$ cat src/sv/bdrf_pkg.sv
// Shared types, widths and register codes of the bond distance range filter.
package bdrf_pkg;

   // Field widths of the input and result words.
   localparam int SITE_W      = 6;
   localparam int COORD_W     = 32;
   localparam int DIST_W      = 31;
   localparam int RANGE_END_W = 7;
   localparam int MASK_W      = 64;
   localparam int AXES        = 3;

   // Site count and the self-pair threshold in raw Q16.16 units.
   localparam int MAX_SITES = 64;
   localparam int SELF_EPS  = 0;

   // Configuration port geometry: 64-bit data, registers every 8 bytes.
   localparam int CSR_DATA_W = 64;
   localparam int CSR_ADDR_W = 6;
   localparam int CSR_IDX_W  = 3;

   // Square root pipeline: a 64-bit radicand gives a 32-bit root.
   localparam int RAD_W                = 64;
   localparam int ROOT_BITS            = RAD_W / 2;
   localparam int ROOT_REM_W           = ROOT_BITS + 3;
   localparam int ROOT_STEPS_PER_STAGE = 2;
   localparam int ROOT_STAGES          = ROOT_BITS / ROOT_STEPS_PER_STAGE;

   // Reset values.
   localparam logic [DIST_W-1:0]      MAX_DISTANCE_RESET = DIST_W'(327680);
   localparam logic [RANGE_END_W-1:0] RANGE_END_RESET    = RANGE_END_W'(64);

   // Register index, taken from paddr[5:3].
   typedef enum logic [CSR_IDX_W-1:0] {
      REG_ANCHOR_X     = 3'd0,
      REG_ANCHOR_Y     = 3'd1,
      REG_ANCHOR_Z     = 3'd2,
      REG_MIN_DISTANCE = 3'd3,
      REG_MAX_DISTANCE = 3'd4,
      REG_RANGE_FIRST  = 3'd5,
      REG_RANGE_END    = 3'd6,
      REG_SKIP_MASK    = 3'd7
   } bdrf_reg_type;

   // Configuration as seen by the datapath.
   typedef struct packed {
      logic [AXES-1:0][COORD_W-1:0] anchor;
      logic [DIST_W-1:0]            min_distance;
      logic [DIST_W-1:0]            max_distance;
      logic [SITE_W-1:0]            range_first;
      logic [RANGE_END_W-1:0]       range_end;
      logic [MASK_W-1:0]            skip_mask;
   } bdrf_cfg_type;

   // Payload that rides along the pipeline with each word.
   typedef struct packed {
      logic [SITE_W-1:0]            site;
      logic [AXES-1:0][COORD_W-1:0] delta;
   } bdrf_item_type;

   // State of the digit-by-digit square root.
   typedef struct packed {
      logic [RAD_W-1:0]      rad;
      logic [ROOT_BITS-1:0]  root;
      logic [ROOT_REM_W-1:0] rem;
   } bdrf_root_type;

   // One root bit: bring down two radicand bits and try to subtract 4r+1.
   function automatic bdrf_root_type root_step(input bdrf_root_type st);
      bdrf_root_type         nx;
      logic [ROOT_REM_W-1:0] rem_sh;
      logic [ROOT_REM_W-1:0] trial;
      rem_sh = {st.rem[ROOT_REM_W-3:0], st.rad[RAD_W-1 -: 2]};
      trial  = {1'b0, st.root, 2'b01};
      nx.rad = {st.rad[RAD_W-3:0], 2'b00};
      if (rem_sh >= trial) begin
         nx.rem  = rem_sh - trial;
         nx.root = {st.root[ROOT_BITS-2:0], 1'b1};
      end else begin
         nx.rem  = rem_sh;
         nx.root = {st.root[ROOT_BITS-2:0], 1'b0};
      end
      return nx;
   endfunction

endpackage

$ cat src/sv/bdrf_sqrt.sv
// Pipelined integer square root, a fixed number of root bits per stage.
module bdrf_sqrt import bdrf_pkg::*; (
   input  logic                 clock,
   input  logic                 reset,
   input  logic                 in_valid,
   output logic                 in_ready,
   input  bdrf_item_type        in_item,
   input  logic [RAD_W-1:0]     in_sum,
   output logic                 out_valid,
   input  logic                 out_ready,
   output bdrf_item_type        out_item,
   output logic [ROOT_BITS-1:0] out_root
);

   logic [ROOT_STAGES-1:0] valid_ff;
   logic [ROOT_STAGES:0]   rdy;
   bdrf_item_type          item_ff [ROOT_STAGES];
   bdrf_root_type          st_ff   [ROOT_STAGES];
   bdrf_root_type          st_in   [ROOT_STAGES];
   bdrf_root_type          st_src  [ROOT_STAGES];
   bdrf_item_type          item_src [ROOT_STAGES];
   logic [ROOT_STAGES-1:0] valid_src;

   // Backpressure chain from the output back to the input.
   assign rdy[ROOT_STAGES] = out_ready;
   assign in_ready         = rdy[0];

   // Stage sources: the first stage starts a fresh root from the sum.
   always_comb begin
      st_src[0].rad  = in_sum;
      st_src[0].root = '0;
      st_src[0].rem  = '0;
      item_src[0]    = in_item;
      valid_src[0]   = in_valid;
      for (int k = 1; k < ROOT_STAGES; k++) begin
         st_src[k]    = st_ff[k-1];
         item_src[k]  = item_ff[k-1];
         valid_src[k] = valid_ff[k-1];
      end
   end

   for (genvar k = 0; k < ROOT_STAGES; k++) begin : g_stage
      assign rdy[k] = !valid_ff[k] || rdy[k+1];

      // Retire this stage's root bits.
      always_comb begin
         st_in[k] = st_src[k];
         for (int s = 0; s < ROOT_STEPS_PER_STAGE; s++) begin
            st_in[k] = root_step(st_in[k]);
         end
      end

      always_ff @(posedge clock) begin
         if (reset) begin
            valid_ff[k] <= 1'b0;
         end else if (rdy[k]) begin
            valid_ff[k] <= valid_src[k];
         end
      end

      always_ff @(posedge clock) begin
         if (rdy[k]) begin
            st_ff[k]   <= st_in[k];
            item_ff[k] <= item_src[k];
         end
      end
   end

   assign out_valid = valid_ff[ROOT_STAGES-1];
   assign out_item  = item_ff[ROOT_STAGES-1];
   assign out_root  = st_ff[ROOT_STAGES-1].root;

endmodule

$ cat config.mk
export PLATFORM = sky130hd
export DESIGN_NAME = bdrf_sqrt
export DESIGN_NICKNAME = d
export VERILOG_FILES = /design/src/sv/bdrf_pkg.sv /design/src/sv/bdrf_sqrt.sv
export SDC_FILE = /design/constraint.sdc
export NUM_CORES = 2
export LEC_CHECK = 0
export BUFFER_PORTS_ARGS = -buffer_cell sky130_fd_sc_hd__buf_2
export CAP_MARGIN = 10
export CELL_PAD_IN_SITES_DETAIL_PLACEMENT = 1
export CELL_PAD_IN_SITES_GLOBAL_PLACEMENT = 1
export CORE_MARGIN = 2
export CORE_UTILIZATION = 40
export CTS_CLUSTER_SIZE = 16
export DETAILED_ROUTE_END_ITERATION = 7
export HOLD_SLACK_MARGIN = 0.05
export PLACE_DENSITY_LB_ADDON = 0.1
export SYNTH_ARGS = -nofsm -noshare
export SYNTH_HDL_FRONTEND = slang
export SYNTH_SLANG_ARGS = --single-unit
$ cat constraint.sdc
create_clock -name clock -period 24.3 [get_ports clock]
set_input_delay 1.215 -clock clock [delete_from_list [all_inputs] [get_ports clock]]
set_output_delay 1.215 -clock clock [all_outputs]
set_load 0.01 [all_outputs]
; ---- After elaboration in Yosys (flattened, before gate mapping)
; Memory sizes are Yosys's and may differ from the RTL's.
; Cells that the tools add are included.
[op_classes]
n_addsub = 32
n_lt_le_gt_ge = 32
n_mux = 64
reduce_logical = 32
[ops]
columns = cell, n
row1 = 36-bit two-way mux, 32
row2 = 35-bit by 34-bit greater-or-equal comparator with 1-bit output, 30
row3 = 35-bit by 34-bit subtractor with 35-bit output, 30
row4 = 35-bit by 3-bit greater-or-equal comparator with 1-bit output, 1
row5 = 35-bit by 3-bit subtractor with 35-bit output, 1
row6 = 1-bit two-way mux, 32
row7 = 1-bit zero test, 16
row8 = 1-bit logical OR, 16
row9 = "2-bit by 1-bit subtractor with 3-bit output, second input constant", 1
row10 = "2-bit by 1-bit greater-or-equal comparator with 1-bit output, second input constant", 1
[totals]
register_bits = 16
ram_bits = 3664
input_bits = 170
output_inout_bits = 136
elab_cells = 178
mem_count = 2
[memory_table]
columns = memory, depth, word_bits, read_ports, rd_clocked_by_memory_dff, write_ports, line
row1 = st_ff, 16, 127, 16, 0, 16, bdrf_sqrt.sv:18  ; bdrf_root_type st_ff [ROOT_STAGES];
row2 = item_ff, 16, 102, 16, 0, 16, bdrf_sqrt.sv:17  ; bdrf_item_type item_ff [ROOT_STAGES];

; ---- Logic depth before layout (Yosys ltp)
[logic_depth]
depth_word = 19
mapped_depth = 29
mapped_depth_nobuf = 25

; ---- Least setup slack after synthesis
; OpenSTA, ideal clock, no wires.
[synth_path]
path_type = input-to-reg
from = input out_ready
to = memory item_ff[0][0] (netlist bit), enable pin
setup_time_ns = 1.897
arrival_time_ns = 20.669
t_required_ns = 22.403
slack_ns = 1.734
stages = 10
n_path_buf = 0
path_cell_list = nor2b_1 > inv_1 > nor2_1 > and2_1 > and3_1 > nand3_1 > nor2_1 > nand3_1 > nor2_1 > nand3_1
[synth_lines]
columns = item, line
row1 = start: declaration, bdrf_sqrt.sv:10  ; input logic out_ready,
row2 = end: declaration, bdrf_sqrt.sv:17

; ---- Worst setup path after layout
[layout_path]
from = input out_ready
to = output in_ready
[layout_between]
elab_chain_len = 16
[layout_lines]
columns = item, line
row1 = 1-bit logical OR, bdrf_sqrt.sv:43  ; assign rdy[k] = !valid_ff[k] || rdy[k+1];
row2 = named net rdy[15], bdrf_sqrt.sv:16  ; logic [ROOT_STAGES:0] rdy;
row3 = 1-bit logical OR (9 in a row), bdrf_sqrt.sv:43
row4 = named net rdy[6], bdrf_sqrt.sv:16
row5 = 1-bit logical OR (3 in a row), bdrf_sqrt.sv:43
row6 = named net rdy[3], bdrf_sqrt.sv:16
row7 = 1-bit logical OR (3 in a row), bdrf_sqrt.sv:43
row8 = end: declaration, bdrf_sqrt.sv:6  ; output logic in_ready,
; The timed path passes the listed nets, and every way through them passes these cells.

==> impl_metrics.json <==
{
  "status": "finished clean",
  "grt_usage_pct": 19.82,
  "slew_violations": 0,
  "cts.sink_count": 2873,
  "power_density_nw_per_um2": 94.04,
  "drv_cap": 0,
  "grt_pass1_wl_um": 505300,
  "worst_pin_slew_ps": 1187,
  "grt_max_degree": 134,
  "synth_top_family_by_area": "compound AO/OA/AOI/OAI gates",
  "synth_top_cell_by_area": "edfxtp_1",
  "vias": 78066,
  "setup_violations": 0,
  "htree_num_levels": 5,
  "synth_edf_count": 2857,
  "synth_fa_ha_area_share_pct": 5.317,
  "antenna_found_initial": 13,
  "highest_layer": "met4",
  "slew_headroom_pct": 20.84,
  "route.detailed.drc": 0,
  "synth_top_area_share_pct": 65.45,
  "crit_path_start": "out_ready",
  "ctsResizeCount": 0,
  "final.setup.tns_ps": 0,
  "worst_setup_path_start_kind": "primary input",
  "yosysMostFrequentCell": "edfxtp_1",
  "wl_met2_um": 161900,
  "post-dp-hpwl_um": 254800,
  "drtPass1Iterations": 5,
  "yosysWarnings": 0,
  "whs_ps": 393.1,
  "synth_seq_area_share_pct": 65.70,
  "cts_tree": "yes",
  "syn_area_um2": 131100,
  "holdBufCountCts": 0,
  "fp.dieW_um": 576.4,
  "wl_met3_um": 10290,
  "drt_iter0_drc": 3995,
  "power.static_leakage_nw": 57.65,
  "period_needed_ps": 8226,
  "cts-root-buf": "clkbuf_16",
  "vdd_drop_max_v": 0.00005329,
  "rsz0062_at_grt": "no",
  "yosys.area_share.simple_pct": 9.889,
  "syn2layout_area_growth_pct": 12.17,
  "core_um2": 326600,
  "path_buf_inv": 3,
  "yosysUniqueCellTypes": 108,
  "wl_um": 336900,
  "path_cells": "buf_2 -> nor2b_1 -> inv_6 -> nor2_1 -> and2_1 -> and3_1 -> nand3_4 -> nor2_1 -> nand3_4 -> nor2_1 -> nand3_4 -> buf_2",
  "synthCells": 9766,
  "dp_worst_setup_slack_ps": 15830,
  "fp.dieH_um": 576.4,
  "arrival_ps": 7010,
  "ios": 306,
  "cts_setup_buffers": 0,
  "clkSlewWorstSetupHoldPaths_ps": 60,
  "required_ps": 23080,
  "async_reset_ff_share_pct": 0,
  "gr-total-overflow": 0,
  "finClkSkew_ps": 68.12,
  "synth_xor_area_share_pct": 4.884,
  "path_delay_family": "simple AND/OR/NAND/NOR gates",
  "timing.fmax_mhz": 121.6,
  "drive_above_1_share_pct": 10.79,
  "start_util_pct": 40.13,
  "clock_latency_ps": 920,
  "ys_ff_latch": 2873,
  "period_share_pct": 33.85,
  "crit_slowest_cell": "nor2_1",
  "portBuffers": 305,
  "die-area_um2": 332300,
  "r2r-start": "st_ff[1][674]",
  "first_global_vias": 81368,
  "yosys-mux-area-fraction_pct": 1.294,
  "gp_congestion": 0.8867,
  "critPathMaxFanout": 55,
  "synthTopCellsByCount": "2,857 x edfxtp_1, 677 x nand2_1, 586 x nor2_1",
  "hold_start": "item_ff[0][433]",
  "utilization_pct": 45.02,
  "num-nets-final": 10831,
  "fin_ws_ps": 16070,
  "end_kind": "output port",
  "cts_buffers": 310,
  "avgSynthCellArea_um2": 13.42,
  "finalHoldViolations": 0,
  "wirelength_met1_um": 154500,
  "total_power_mw": 13.83,
  "ant_nets": 0,
  "viasPerCell": 5.311,
  "yosys-top-cells-area": "edfxtp_1 65%, ha_1 5.3%, xnor2_1 3.2%",
  "cts_buffer_depth": 4,
  "hold_path_class": "reg -> reg",
  "synth-compound-area-share_pct": 10.15,
  "yosys_most_used_dff": "edfxtp_1",
  "worstSetupPathType": "in -> out",
  "post_drt_wl_per_cell_um": 22.92,
  "cpPeakStageDelay_ps": 940,
  "fp-row-count": 210
}
[layout make-up]
cell class,instances,area (µm²)
Antenna cell,7,17.52
Fill cell,33218,179600
Clock buffer,377,8239
Inverter,469,1810
Timing Repair Buffer,375,2090
Tap cell,4346,5438
Clock inverter,178,1849
Multi-Input combinational cell,6075,41470
Sequential cell,2873,86110
[metal layers]
| layer | track usage (%) | up-vias |
|---|---|---|
| met5 | 0 | - |
| li1 | - | 37494 |
| met2 | 33.87 | 1252 |
| met1 | 26.54 | 38817 |
| met3 | 2.165 | 503 |
| met4 | 5.935 | 0 |
[worst paths after layout]
path / slack [ps] / to / depth (start not counted)
max: 16070 / in_ready / 12
min: 390 / item_ff[0][535] / 0
max reg2reg: 16400 / st_ff[1][780] / 22
min reg2reg: 390 / item_ff[0][535] / 0
[metrics by stage]
stage / cell area (µm²) / std cells
floorplan: 131100 / 9768
global placement: 136900 / 14138
global route: 147000 / 14696
detailed placement: 136900 / 14138
finish: 147000 / 14700
CTS: 147000 / 14693
[registers in the layout, indices dropped and copies added, names as in the netlist]
signal     count
item_ff     1632
st_ff       1225
out_valid      1
valid_ff      15
[cell families (layout without fill, tap and decap cells)]
logic type,Yosys count,after routing
DFF,2873,2873
and+or+nand+nor,2572,2572
AOI/OAI and AO/OA,2059,2059
buffers and inverters,820,1399
xor gates and xnor gates,731,731
adders and majority gates,557,557
muxes,153,153
other,1,10
[cell usage in the layout, fill, tap and decap left out, types with 73 or more instances in the layout]
| cell | instances |
|---|---|
| edfxtp_1 | 2857 |
| nand2_1 | 671 |
| nor2_1 | 585 |
| a21oi_1 | 557 |
| ha_1 | 557 |
| xnor2_1 | 485 |
| o21ai_0 | 478 |
| inv_1 | 455 |
| clkbuf_16 | 318 |
| buf_2 | 305 |
| a21o_1 | 268 |
| xor2_1 | 246 |
| nand3_1 | 194 |
| nor3_1 | 189 |
| mux2_2 | 128 |
| nand4_1 | 121 |
| nor4_1 | 110 |
| and3_1 | 106 |
| nand2b_1 | 91 |
| or3_1 | 81 |
| o31ai_1 | 79 |
| nor2b_1 | 77 |
| o21a_1 | 76 |
| o21bai_1 | 74 |
| or2_2 | 73 |
[report_power, final]
| group | total (mW) | internal, mW | switching (mW) |
|---|---|---|---|
| clock network | 4.66 | 2.76 | 1.90 |
| registers | 6.48 | 6.05 | 0.425 |
| logic | 2.69 | 1.07 | 1.62 |
Power figures use the tool's default switching activity.
