[src/sv/bdrf_pkg.sv]
// Shared types, widths and register codes of the bond distance range filter.
package bdrf_pkg;

   // Field widths of the input and result words.
   localparam int SITE_W      = 6;
   localparam int COORD_W     = 32;
   localparam int DIST_W      = 31;
   localparam int RANGE_END_W = 7;
   localparam int MASK_W      = 64;
   localparam int AXES        = 3;

   // Site count and the self-pair threshold in raw Q16.16 units.
   localparam int MAX_SITES = 64;
   localparam int SELF_EPS  = 0;

   // Configuration port geometry: 64-bit data, registers every 8 bytes.
   localparam int CSR_DATA_W = 64;
   localparam int CSR_ADDR_W = 6;
   localparam int CSR_IDX_W  = 3;

   // Square root pipeline: a 64-bit radicand gives a 32-bit root.
   localparam int RAD_W                = 64;
   localparam int ROOT_BITS            = RAD_W / 2;
   localparam int ROOT_REM_W           = ROOT_BITS + 3;
   localparam int ROOT_STEPS_PER_STAGE = 2;
   localparam int ROOT_STAGES          = ROOT_BITS / ROOT_STEPS_PER_STAGE;

   // Reset values.
   localparam logic [DIST_W-1:0]      MAX_DISTANCE_RESET = DIST_W'(327680);
   localparam logic [RANGE_END_W-1:0] RANGE_END_RESET    = RANGE_END_W'(64);

   // Register index, taken from paddr[5:3].
   typedef enum logic [CSR_IDX_W-1:0] {
      REG_ANCHOR_X     = 3'd0,
      REG_ANCHOR_Y     = 3'd1,
      REG_ANCHOR_Z     = 3'd2,
      REG_MIN_DISTANCE = 3'd3,
      REG_MAX_DISTANCE = 3'd4,
      REG_RANGE_FIRST  = 3'd5,
      REG_RANGE_END    = 3'd6,
      REG_SKIP_MASK    = 3'd7
   } bdrf_reg_type;

   // Configuration as seen by the datapath.
   typedef struct packed {
      logic [AXES-1:0][COORD_W-1:0] anchor;
      logic [DIST_W-1:0]            min_distance;
      logic [DIST_W-1:0]            max_distance;
      logic [SITE_W-1:0]            range_first;
      logic [RANGE_END_W-1:0]       range_end;
      logic [MASK_W-1:0]            skip_mask;
   } bdrf_cfg_type;

   // Payload that rides along the pipeline with each word.
   typedef struct packed {
      logic [SITE_W-1:0]            site;
      logic [AXES-1:0][COORD_W-1:0] delta;
   } bdrf_item_type;

   // State of the digit-by-digit square root.
   typedef struct packed {
      logic [RAD_W-1:0]      rad;
      logic [ROOT_BITS-1:0]  root;
      logic [ROOT_REM_W-1:0] rem;
   } bdrf_root_type;

   // One root bit: bring down two radicand bits and try to subtract 4r+1.
   function automatic bdrf_root_type root_step(input bdrf_root_type st);
      bdrf_root_type         nx;
      logic [ROOT_REM_W-1:0] rem_sh;
      logic [ROOT_REM_W-1:0] trial;
      rem_sh = {st.rem[ROOT_REM_W-3:0], st.rad[RAD_W-1 -: 2]};
      trial  = {1'b0, st.root, 2'b01};
      nx.rad = {st.rad[RAD_W-3:0], 2'b00};
      if (rem_sh >= trial) begin
         nx.rem  = rem_sh - trial;
         nx.root = {st.root[ROOT_BITS-2:0], 1'b1};
      end else begin
         nx.rem  = rem_sh;
         nx.root = {st.root[ROOT_BITS-2:0], 1'b0};
      end
      return nx;
   endfunction

endpackage

[src/sv/bdrf_csr.sv]
// Configuration register file behind the APB-style port.
module bdrf_csr import bdrf_pkg::*; (
   input  logic                  clock,
   input  logic                  reset,
   input  logic                  psel,
   input  logic                  penable,
   input  logic                  pwrite,
   input  logic [CSR_ADDR_W-1:0] paddr,
   input  logic [CSR_DATA_W-1:0] pwdata,
   output logic [CSR_DATA_W-1:0] prdata,
   output logic                  pready,
   output bdrf_cfg_type          cfg
);

   bdrf_cfg_type cfg_ff;
   bdrf_cfg_type cfg_in;
   bdrf_reg_type reg_idx;
   logic         wr_en;

   // The register index is the 8-byte word address.
   assign reg_idx = bdrf_reg_type'(paddr[CSR_ADDR_W-1 -: CSR_IDX_W]);
   assign wr_en   = psel && penable && pwrite;
   assign pready  = 1'b1;
   assign cfg     = cfg_ff;

   // Write decode: only the addressed register takes the new word.
   always_comb begin
      cfg_in = cfg_ff;
      if (wr_en) begin
         unique case (reg_idx)
            REG_ANCHOR_X:     cfg_in.anchor[0]    = pwdata[COORD_W-1:0];
            REG_ANCHOR_Y:     cfg_in.anchor[1]    = pwdata[COORD_W-1:0];
            REG_ANCHOR_Z:     cfg_in.anchor[2]    = pwdata[COORD_W-1:0];
            REG_MIN_DISTANCE: cfg_in.min_distance = pwdata[DIST_W-1:0];
            REG_MAX_DISTANCE: cfg_in.max_distance = pwdata[DIST_W-1:0];
            REG_RANGE_FIRST:  cfg_in.range_first  = pwdata[SITE_W-1:0];
            REG_RANGE_END:    cfg_in.range_end    = pwdata[RANGE_END_W-1:0];
            REG_SKIP_MASK:    cfg_in.skip_mask    = pwdata[MASK_W-1:0];
         endcase
      end
   end

   // Register storage with its reset values.
   always_ff @(posedge clock) begin
      if (reset) begin
         cfg_ff.anchor       <= '0;
         cfg_ff.min_distance <= '0;
         cfg_ff.max_distance <= MAX_DISTANCE_RESET;
         cfg_ff.range_first  <= '0;
         cfg_ff.range_end    <= RANGE_END_RESET;
         cfg_ff.skip_mask    <= '0;
      end else begin
         cfg_ff <= cfg_in;
      end
   end

   // Read mux, fields zero-extended to the bus width.
   always_comb begin
      unique case (reg_idx)
         REG_ANCHOR_X:     prdata = CSR_DATA_W'(cfg_ff.anchor[0]);
         REG_ANCHOR_Y:     prdata = CSR_DATA_W'(cfg_ff.anchor[1]);
         REG_ANCHOR_Z:     prdata = CSR_DATA_W'(cfg_ff.anchor[2]);
         REG_MIN_DISTANCE: prdata = CSR_DATA_W'(cfg_ff.min_distance);
         REG_MAX_DISTANCE: prdata = CSR_DATA_W'(cfg_ff.max_distance);
         REG_RANGE_FIRST:  prdata = CSR_DATA_W'(cfg_ff.range_first);
         REG_RANGE_END:    prdata = CSR_DATA_W'(cfg_ff.range_end);
         REG_SKIP_MASK:    prdata = CSR_DATA_W'(cfg_ff.skip_mask);
      endcase
   end

endmodule

[config.mk]
export PLATFORM = sky130hd
export DESIGN_NAME = bdrf_csr
export DESIGN_NICKNAME = d
export VERILOG_FILES = /design/src/sv/bdrf_pkg.sv /design/src/sv/bdrf_csr.sv
export SDC_FILE = /design/constraint.sdc
export NUM_CORES = 1
export LEC_CHECK = 0
export BUFFER_PORTS_ARGS = -buffer_cell sky130_fd_sc_hd__buf_2
export CAP_MARGIN = 30
export CORE_MARGIN = 3
export CORE_UTILIZATION = 51
export CTS_BUF_LIST = sky130_fd_sc_hd__clkbuf_4 sky130_fd_sc_hd__clkbuf_8
export DETAILED_ROUTE_END_ITERATION = 10
export GPL_TIMING_DRIVEN = 0
export PLACE_DENSITY = 0.85
export REMOVE_ABC_BUFFERS = 1
export SYNTH_ARGS = -nofsm -noshare
export SYNTH_HDL_FRONTEND = slang
export SYNTH_SLANG_ARGS = --single-unit
export TNS_END_PERCENT = 100
[constraint.sdc]
create_clock -name clock -period 1.5 [get_ports clock]
set_input_delay 0.075 -clock clock [delete_from_list [all_inputs] [get_ports clock]]
set_output_delay 0.075 -clock clock [all_outputs]
set_load 0.005 [all_outputs]
### Word-level counts from Yosys, hierarchy flattened

Cells that the tools add are included.
W data, S select, Z words.

| storage, ports and cells | value |
|---|---|
| flip-flop bits (word level) | 235 |
| output and inout bits | 300 |
| word-level logic and storage cells | 27 |

| cells by class | value |
|---|---|
| equal/unequal tests | 7 |
| mux-type cells | 1 |
| reduce and logical (&&, ||, !) cells | 11 |

Operators by type and width:

| operator | number |
|---|---|
| $pmux W64 S8 | 1 |
| $reduce_and A2 Y1 | 8 |
| $eq A3 B3 Y1 const B | 4 |
| $eq A3 B2 Y1 const B | 2 |
| $eq A3 B1 Y1 const B | 1 |
| $logic_not A3 Y1 | 1 |
| $logic_and A1 B1 Y1 | 2 |

### Longest topological paths before layout

Gate-level depths: netlist of run 1.

| depth | value |
|---|---|
| word-level depth | 3 |
| depth in mapped cells | 7 |

### Worst setup path after synthesis of run 1

OpenSTA, ideal clock, no wires.

| timing path | value |
|---|---|
| path kind | input-to-output |
| start | input paddr[3] |
| end | output prdata[10] |
| data arrival time | 1.097 ns |
| data required time | 1.425 ns |
| slack | 0.328 ns |
| cell stages on the path | 6 |
| cell sequence | buf_4 buf_6 mux2_4 a221oi_2 a21oi_1 a21o_1 |

| on the way | value |
|---|---|
| cells in the longest elaborated chain, start to end | 2 |

Ends and longest elaborated chain:

| element | line | source |
|---|---|---|
| start: declaration | bdrf_csr.sv:8 | `input logic [CSR_ADDR_W-1:0] paddr,` |
| $eq A3 B3 Y1 (tied with other cells) | bdrf_csr.sv:59 | `unique case (reg_idx)` |
| $pmux W64 S8 (*) | bdrf_csr.sv:59 |  |
| end: declaration | bdrf_csr.sv:10 | `output logic [CSR_DATA_W-1:0] prdata,` |

Every way passes the cells marked *; elsewhere a longest branch is shown, timed or not.

### Worst setup path in the final report of run 1

| timing path | value |
|---|---|
| start | register cfg_ff, in the netlist cfg[0] |
| end | output prdata[0] |

| on the way | value |
|---|---|
| cells in the longest elaborated chain, start to end | 1 |

Ends and longest elaborated chain:

| element | line | source |
|---|---|---|
| start: declaration | bdrf_csr.sv:15 | `bdrf_cfg_type cfg_ff;` |
| start signal: assignment | bdrf_csr.sv:53 | `cfg_ff <= cfg_in;` |
| $pmux W64 S8 | bdrf_csr.sv:59 |  |

Every way passes these cells.

==> impl_metrics.toml, run 1 <==
[global_route]
antenna_found_initial = 2
grt_max_degree = 129
grt_pass1_wl_um = 63600
grt_pass1_vias = 11450
track_usage = 0.3673
grt-ovfl-total = 0

[yosys]
yosysSeqAreaShare = 0.4589
synth_top_family_by_area = "simple AND/OR/NAND/NOR gates"
yosys-mux-area-fraction = 0.04370
synth_compound_area_frac = 0.2053
ys_ff_latch = 235
yosys.area_share.simple = 0.2279
synthArstFlopShare = 0
syn_inst = 1323
synthDistinctLibCells = 46
yosysWarnings = 0
synth_edf_count = 0
ys_dominant_reg_cell = "dfxtp_1"
synth_fa_ha_area_frac = 0
syn_avg_cell_area_sq_um = 7.748
synth-xor-area-share = 0
synth_area_sq_um = 10250

[setup_path]
worst-path-buf-inv = 1
reg2reg_to = "cfg[35]"
crit_start = "cfg[0]"
r2r_setup_slack_ns = 0.50
setup.worst_path.class = "reg -> out"
slowest_delay_ns = 0.33
crit_arrival_ns = 1.75
cp_data_required_time_ns = 1.42
r2r_start = "cfg[35]"
cp-start-kind = "flop"
cp.depth = 5
critPathSlowestCell = "dfxtp_2"
endpoint = "prdata[0]"
path_max_fanout = 2
critical-path-top-delay-family = "compound AO/OA/AOI/OAI gates"
rr_worst_depth = 2
cp-end-kind = "output port"
path_cells = "mux2_2 -> a22o_1 -> a221oi_2 -> nor2_1 -> buf_2"

[drt]
viasPerCell = 5.913
drc = 0
vias = 12010
drtAntennaViolNets = 0
first_pass_iters = 5
detail_route.wl_per_cell_um = 21.80
drt_iter0_drc = 1198
wirelength_um = 44270

[floorplan]
io_pins = 375
die_area_sq_um = 21840
start_util = 0.5233
die_x_um = 147.8
core_sq_um = 19590
num_rows = 51
die_h_um = 147.8

[cts]
clk_pin_slew_worst_paths_ns = 0.06
clockBufferDepth = 3
cts.sinks = 235
clock_latency_ns = 0.53
cts_made_buffers = 40
cts-root-buf = "clkbuf_8"
cts_tree = "done"
h-tree-depth = 2

[finish]
fin_nets = 1820
fillers = 1396
syn2layout_area_growth_pct = 39.80
drive_gt1_frac = 0.3537
instances_no_fill = 2031
final_util = 0.7316
largest_reg_flops = 235

[timing]
finalSetupViolations = 30
relSlewSlack = 0.4312
worst_pin_slew_ns = 0.8532
hold_viol = 0
fin_worst_skew_ns = 0
rsz0062_at_grt = "true"
slew_violations = 0
period_minus_slack_ns = 1.827
finalWorstSetupSlack_ns = -0.3272
fmax_mhz = 547.3
finalCritPeriodShare = 1.218

[power]
power_leakage_nw = 6.257
power_mw = 13.16
ir_worst_vdd_mv = 0.9184
powerDensity_nw_per_um2 = 918.0

[worst_hold_path]
hp-class = "in -> reg"

[placed_design]
place.gp.congestion = 0.8974
hpwl_um = 24040
portBuffers = 370
dp_cells = 1854

[status]
status = "finished with violations"
violations = "setup timing"

[run]
drv_cap = 0
logic make-up after synthesis:
kind of cell | count (synthesis)
buf+inv | 126
compound gates | 358
simple gates | 564
other cells | 1
mux | 39
flops | 235
cells in the mapped netlist (6+ instances only):
cell type  instances  area share
a22oi_1           19       0.014
a221oi_1          12       0.010
mux2i_1           17       0.017
o21ai_0           16      0.0078
nand2b_1           8      0.0049
buf_2             58       0.028
a222oi_1           6      0.0059
a221oi_2           8       0.012
a21o_1             8      0.0059
nand2_1          458        0.17
clkbuf_1          34       0.012
a21oi_1          262        0.13
dfxtp_1          235        0.46
nor2_1            35       0.013
mux2_2            13       0.014
buf_4             19       0.014
inv_1              9      0.0033
a22o_1            14       0.012
and2_1            36       0.022
mux2_4             8       0.012
worst reg2reg max path: stages, from the launching register on:
cell and delay (ns):
dfxtp_1 0.46, nand2_1 0.10, a21oi_1 0.32
placed cells by master, fill, tap and decap left out, drive strengths merged, types with 2 or more instances in the layout:
cell,instances
a211oi,5
a21o,8
a21oi,262
a221oi,20
a222oi,6
a22o,14
a22oi,19
and2,36
and2b,2
buf,427
clkbuf,58
clkinvlp,2
dfxtp,235
diode,2
dlygate4sd3,64
inv,9
mux2,22
mux2i,17
nand2,459
nand2b,8
nand3b,2
nor2,41
nor2b,5
nor3,3
o21a,4
o21ai,16
or2,5
or3,5
cell type report:
class	count	area, sq um	share of cell area
Timing Repair Buffer	492	3293	0.2298
Tap cell	265	331.6	0.02314
Clock buffer	58	729.5	0.05090
Sequential cell	235	4775	0.3332
Multi-Input combinational cell	967	5144	0.3589
Inverter	9	33.78	0.002357
Clock inverter	3	20.02	0.001397
Antenna cell	2	5.005	0.0003492
where the power goes:
group	total [mW]	switching [mW]	internal (mW)
Clock	5.64	2.56	3.08
Sequential	6.33	0.0375	6.29
Combinational	1.19	0.704	0.486
Total	13.2	3.30	9.85
through the flow:
stage	worst slack (ns)	area, sq um	hold slack [ns]	setup TNS (ns)
6_report	-0.3272	14330	0.07467	-6.384
5_1_grt	-0.3908	14330	0.08654	-8.692
4_1_cts	-0.3251	14020	0.07196	-6.967
3_5_place_dp	-1.457	12120	0.3211	-320.35
3_3_place_gp	-3.323	11810	0.3168	-652.08
2_1_floorplan	-0.3876	9630	0.1441	-41.17
repair_timing:
| item | CTS | global route |
|---|---|---|
| setup endpoints to repair | 299 | 146 |
| gates resized for setup | 68 | 54 |
| hold buffers | 64 | 0 |
| cloned | 3 | 3 |
| endpoints found under the hold margin | 235 | 0 |
| pin swaps | 29 | 10 |
| setup buffers | 34 | 10 |
how the worst min path moves through the flow:
stage                from  depth (start not counted)        to
2_1_floorplan       reset                          1    cfg[0]
3_3_place_gp   pwdata[58]                          3   cfg[58]
3_5_place_dp   pwdata[32]                          3   cfg[32]
4_1_cts             reset                          2   cfg[82]
5_1_grt             reset                          2  cfg[205]
6_report            reset                          2  cfg[113]
layer usage:
metal,wire [um],GRT usage,share of wire
met4,2580,0.2181,0.058
met5,0,0,0
met2,20980,0.6033,0.47
met3,5424,0.09902,0.12
met1,15280,0.4312,0.35
(Power assumes the default switching activity.)
==> inputs of run 2 (changes only) <==
CORE_MARGIN = 2   (was 3)
==> run 2 against run 1 <==
- the run still ends with setup timing left
- die area shrank 2.7%
- cell count grew 0.34%
- maximum frequency down 0.22%
- count of clock-buffer cells in the layout rose by 3
- utilization is essentially flat
- critical path type unchanged
==> impl_metrics.toml, run 2 (synthesized netlist as in run 1, its figures left out) <==
[floorplan]
core_sq_um = 19590
die_h_um = 145.8
num_rows = 51
die_area_sq_um = 21250
die_x_um = 145.8
start_util = 0.5233
io_pins = 375

[finish]
final_common_cell = "nand2_1"
final_cell_mix = "458 x nand2_1, 365 x buf_2, 257 x a21oi_1"
largest_reg_flops = 235
fillers = 1358
drive_gt1_frac = 0.3556
final_util = 0.7316
fin_nets = 1816
syn2layout_area_growth_pct = 39.81

[setup_path]
setup.worst_path.class = "reg -> out"
cp_data_required_time_ns = 1.42
crit_arrival_ns = 1.76
path_cells = "mux2_4 -> a221oi_2 -> a21oi_1 -> a21o_1 -> buf_2"
cp-start-kind = "flop"
cp-end-kind = "output port"
path_max_fanout = 3
slowest_delay_ns = 0.33
critPathSlowestCell = "dfxtp_2"

[drt]
detail_route.wl_per_cell_um = 21.42
drtAntennaViolNets = 0
vias = 12090
viasPerCell = 5.930
drt_iter0_drc = 1241
drc = 0
wirelength_um = 43640
first_pass_iters = 6

[timing]
worst_pin_slew_ns = 1.100
finalCritPeriodShare = 1.221
period_minus_slack_ns = 1.831
slew_violations = 0
tns_ns = -7.526
fmax_mhz = 546.0
fin_worst_skew_ns = 0
finalSetupViolations = 63
hold_viol = 0
relSlewSlack = 0.2664
rsz0062_at_grt = "true"
hold-worst-slack_ns = 0.05458
finalWorstSetupSlack_ns = -0.3313

[status]
status = "finished with violations"
violations = "setup timing"

[placed_design]
hpwl_um = 23960
place.gp.congestion = 0.8444
place_ws_ns = -1.522
portBuffers = 370

[power]
power_leakage_nw = 6.272
power_mw = 13.63
ir_worst_vdd_mv = 0.7223
powerDensity_nw_per_um2 = 951.3

[cts]
clockBufferDepth = 3
clk_pin_slew_worst_paths_ns = 0.06
cts.sinks = 235
cts_tree = "done"
h-tree-depth = 2
clock_latency_ns = 0.53
cts_made_buffers = 40
cts-root-buf = "clkbuf_8"

[global_route]
antenna_found_initial = 4
grt_max_degree = 120
grt_pass1_vias = 11650
grt_pass1_wl_um = 63110
track_usage = 0.3712
grt-ovfl-total = 0

[worst_hold_path]
hp-class = "in -> reg"

[run]
drv_cap = 0
[run 2: cell type report]
type                            count  area, sq um  share of cell area
Antenna cell                        4        10.01           0.0006984
Clock buffer                       61        770.7             0.05378
Clock inverter                      9        77.57            0.005412
Inverter                            9        33.78            0.002357
Multi-Input combinational cell    965         5092              0.3553
Sequential cell                   235         4778              0.3334
Tap cell                          265        331.6             0.02313
Timing Repair Buffer              490         3238              0.2259
[run 2: where the power goes]
group | switching [mW] | internal (mW)
Clock | 2.69 | 3.45
Combinational | 0.694 | 0.468
Sequential | 0.0378 | 6.29
Total | 3.42 | 10.2
[run 2: critical path, delay by kind of cell (launching register included)]
kind                   cells  cell delay [ns]
AO/OA/AOI/OAI              3             0.50
flip-flops                 1             0.33
multiplexers               1             0.27
buffers and inverters      1             0.13
[run 2: layer usage]
layer	vias up	wire length [um]	GRT usage
li1	5269	-	-
met1	5570	15150	0.4184
met2	974	20630	0.6160
met3	273	5071	0.1060
met4	0	2784	0.2397
met5	-	0	0
[run 2: through the flow]
step / instance area (sq um) / std cells
floorplan: 9630 / 1206
detailed placement: 12170 / 1854
global route: 14330 / 2038
global placement: 11810 / 1841
CTS: 14190 / 2032
finish: 14330 / 2038
[run 2: timing repair]
action	CTS	global route
endpoints found under the setup margin	295	67
pin swaps	27	14
hold buffers	64	0
hold endpoints to repair	235	0
resized for setup	74	34
cloned	1	2
buffers inserted	43	0
[run 2: worst paths after layout]
path | start | slack, ns | cells after the start | end
hold / removal | reset | 0.05 | 2 | cfg[2]
setup reg to reg | cfg[70] | 0.66 | 2 | cfg[70]
hold reg to reg | cfg[5] | 0.46 | 2 | cfg[5]
setup / recovery | cfg[213] | -0.33 | 5 | prdata[10]
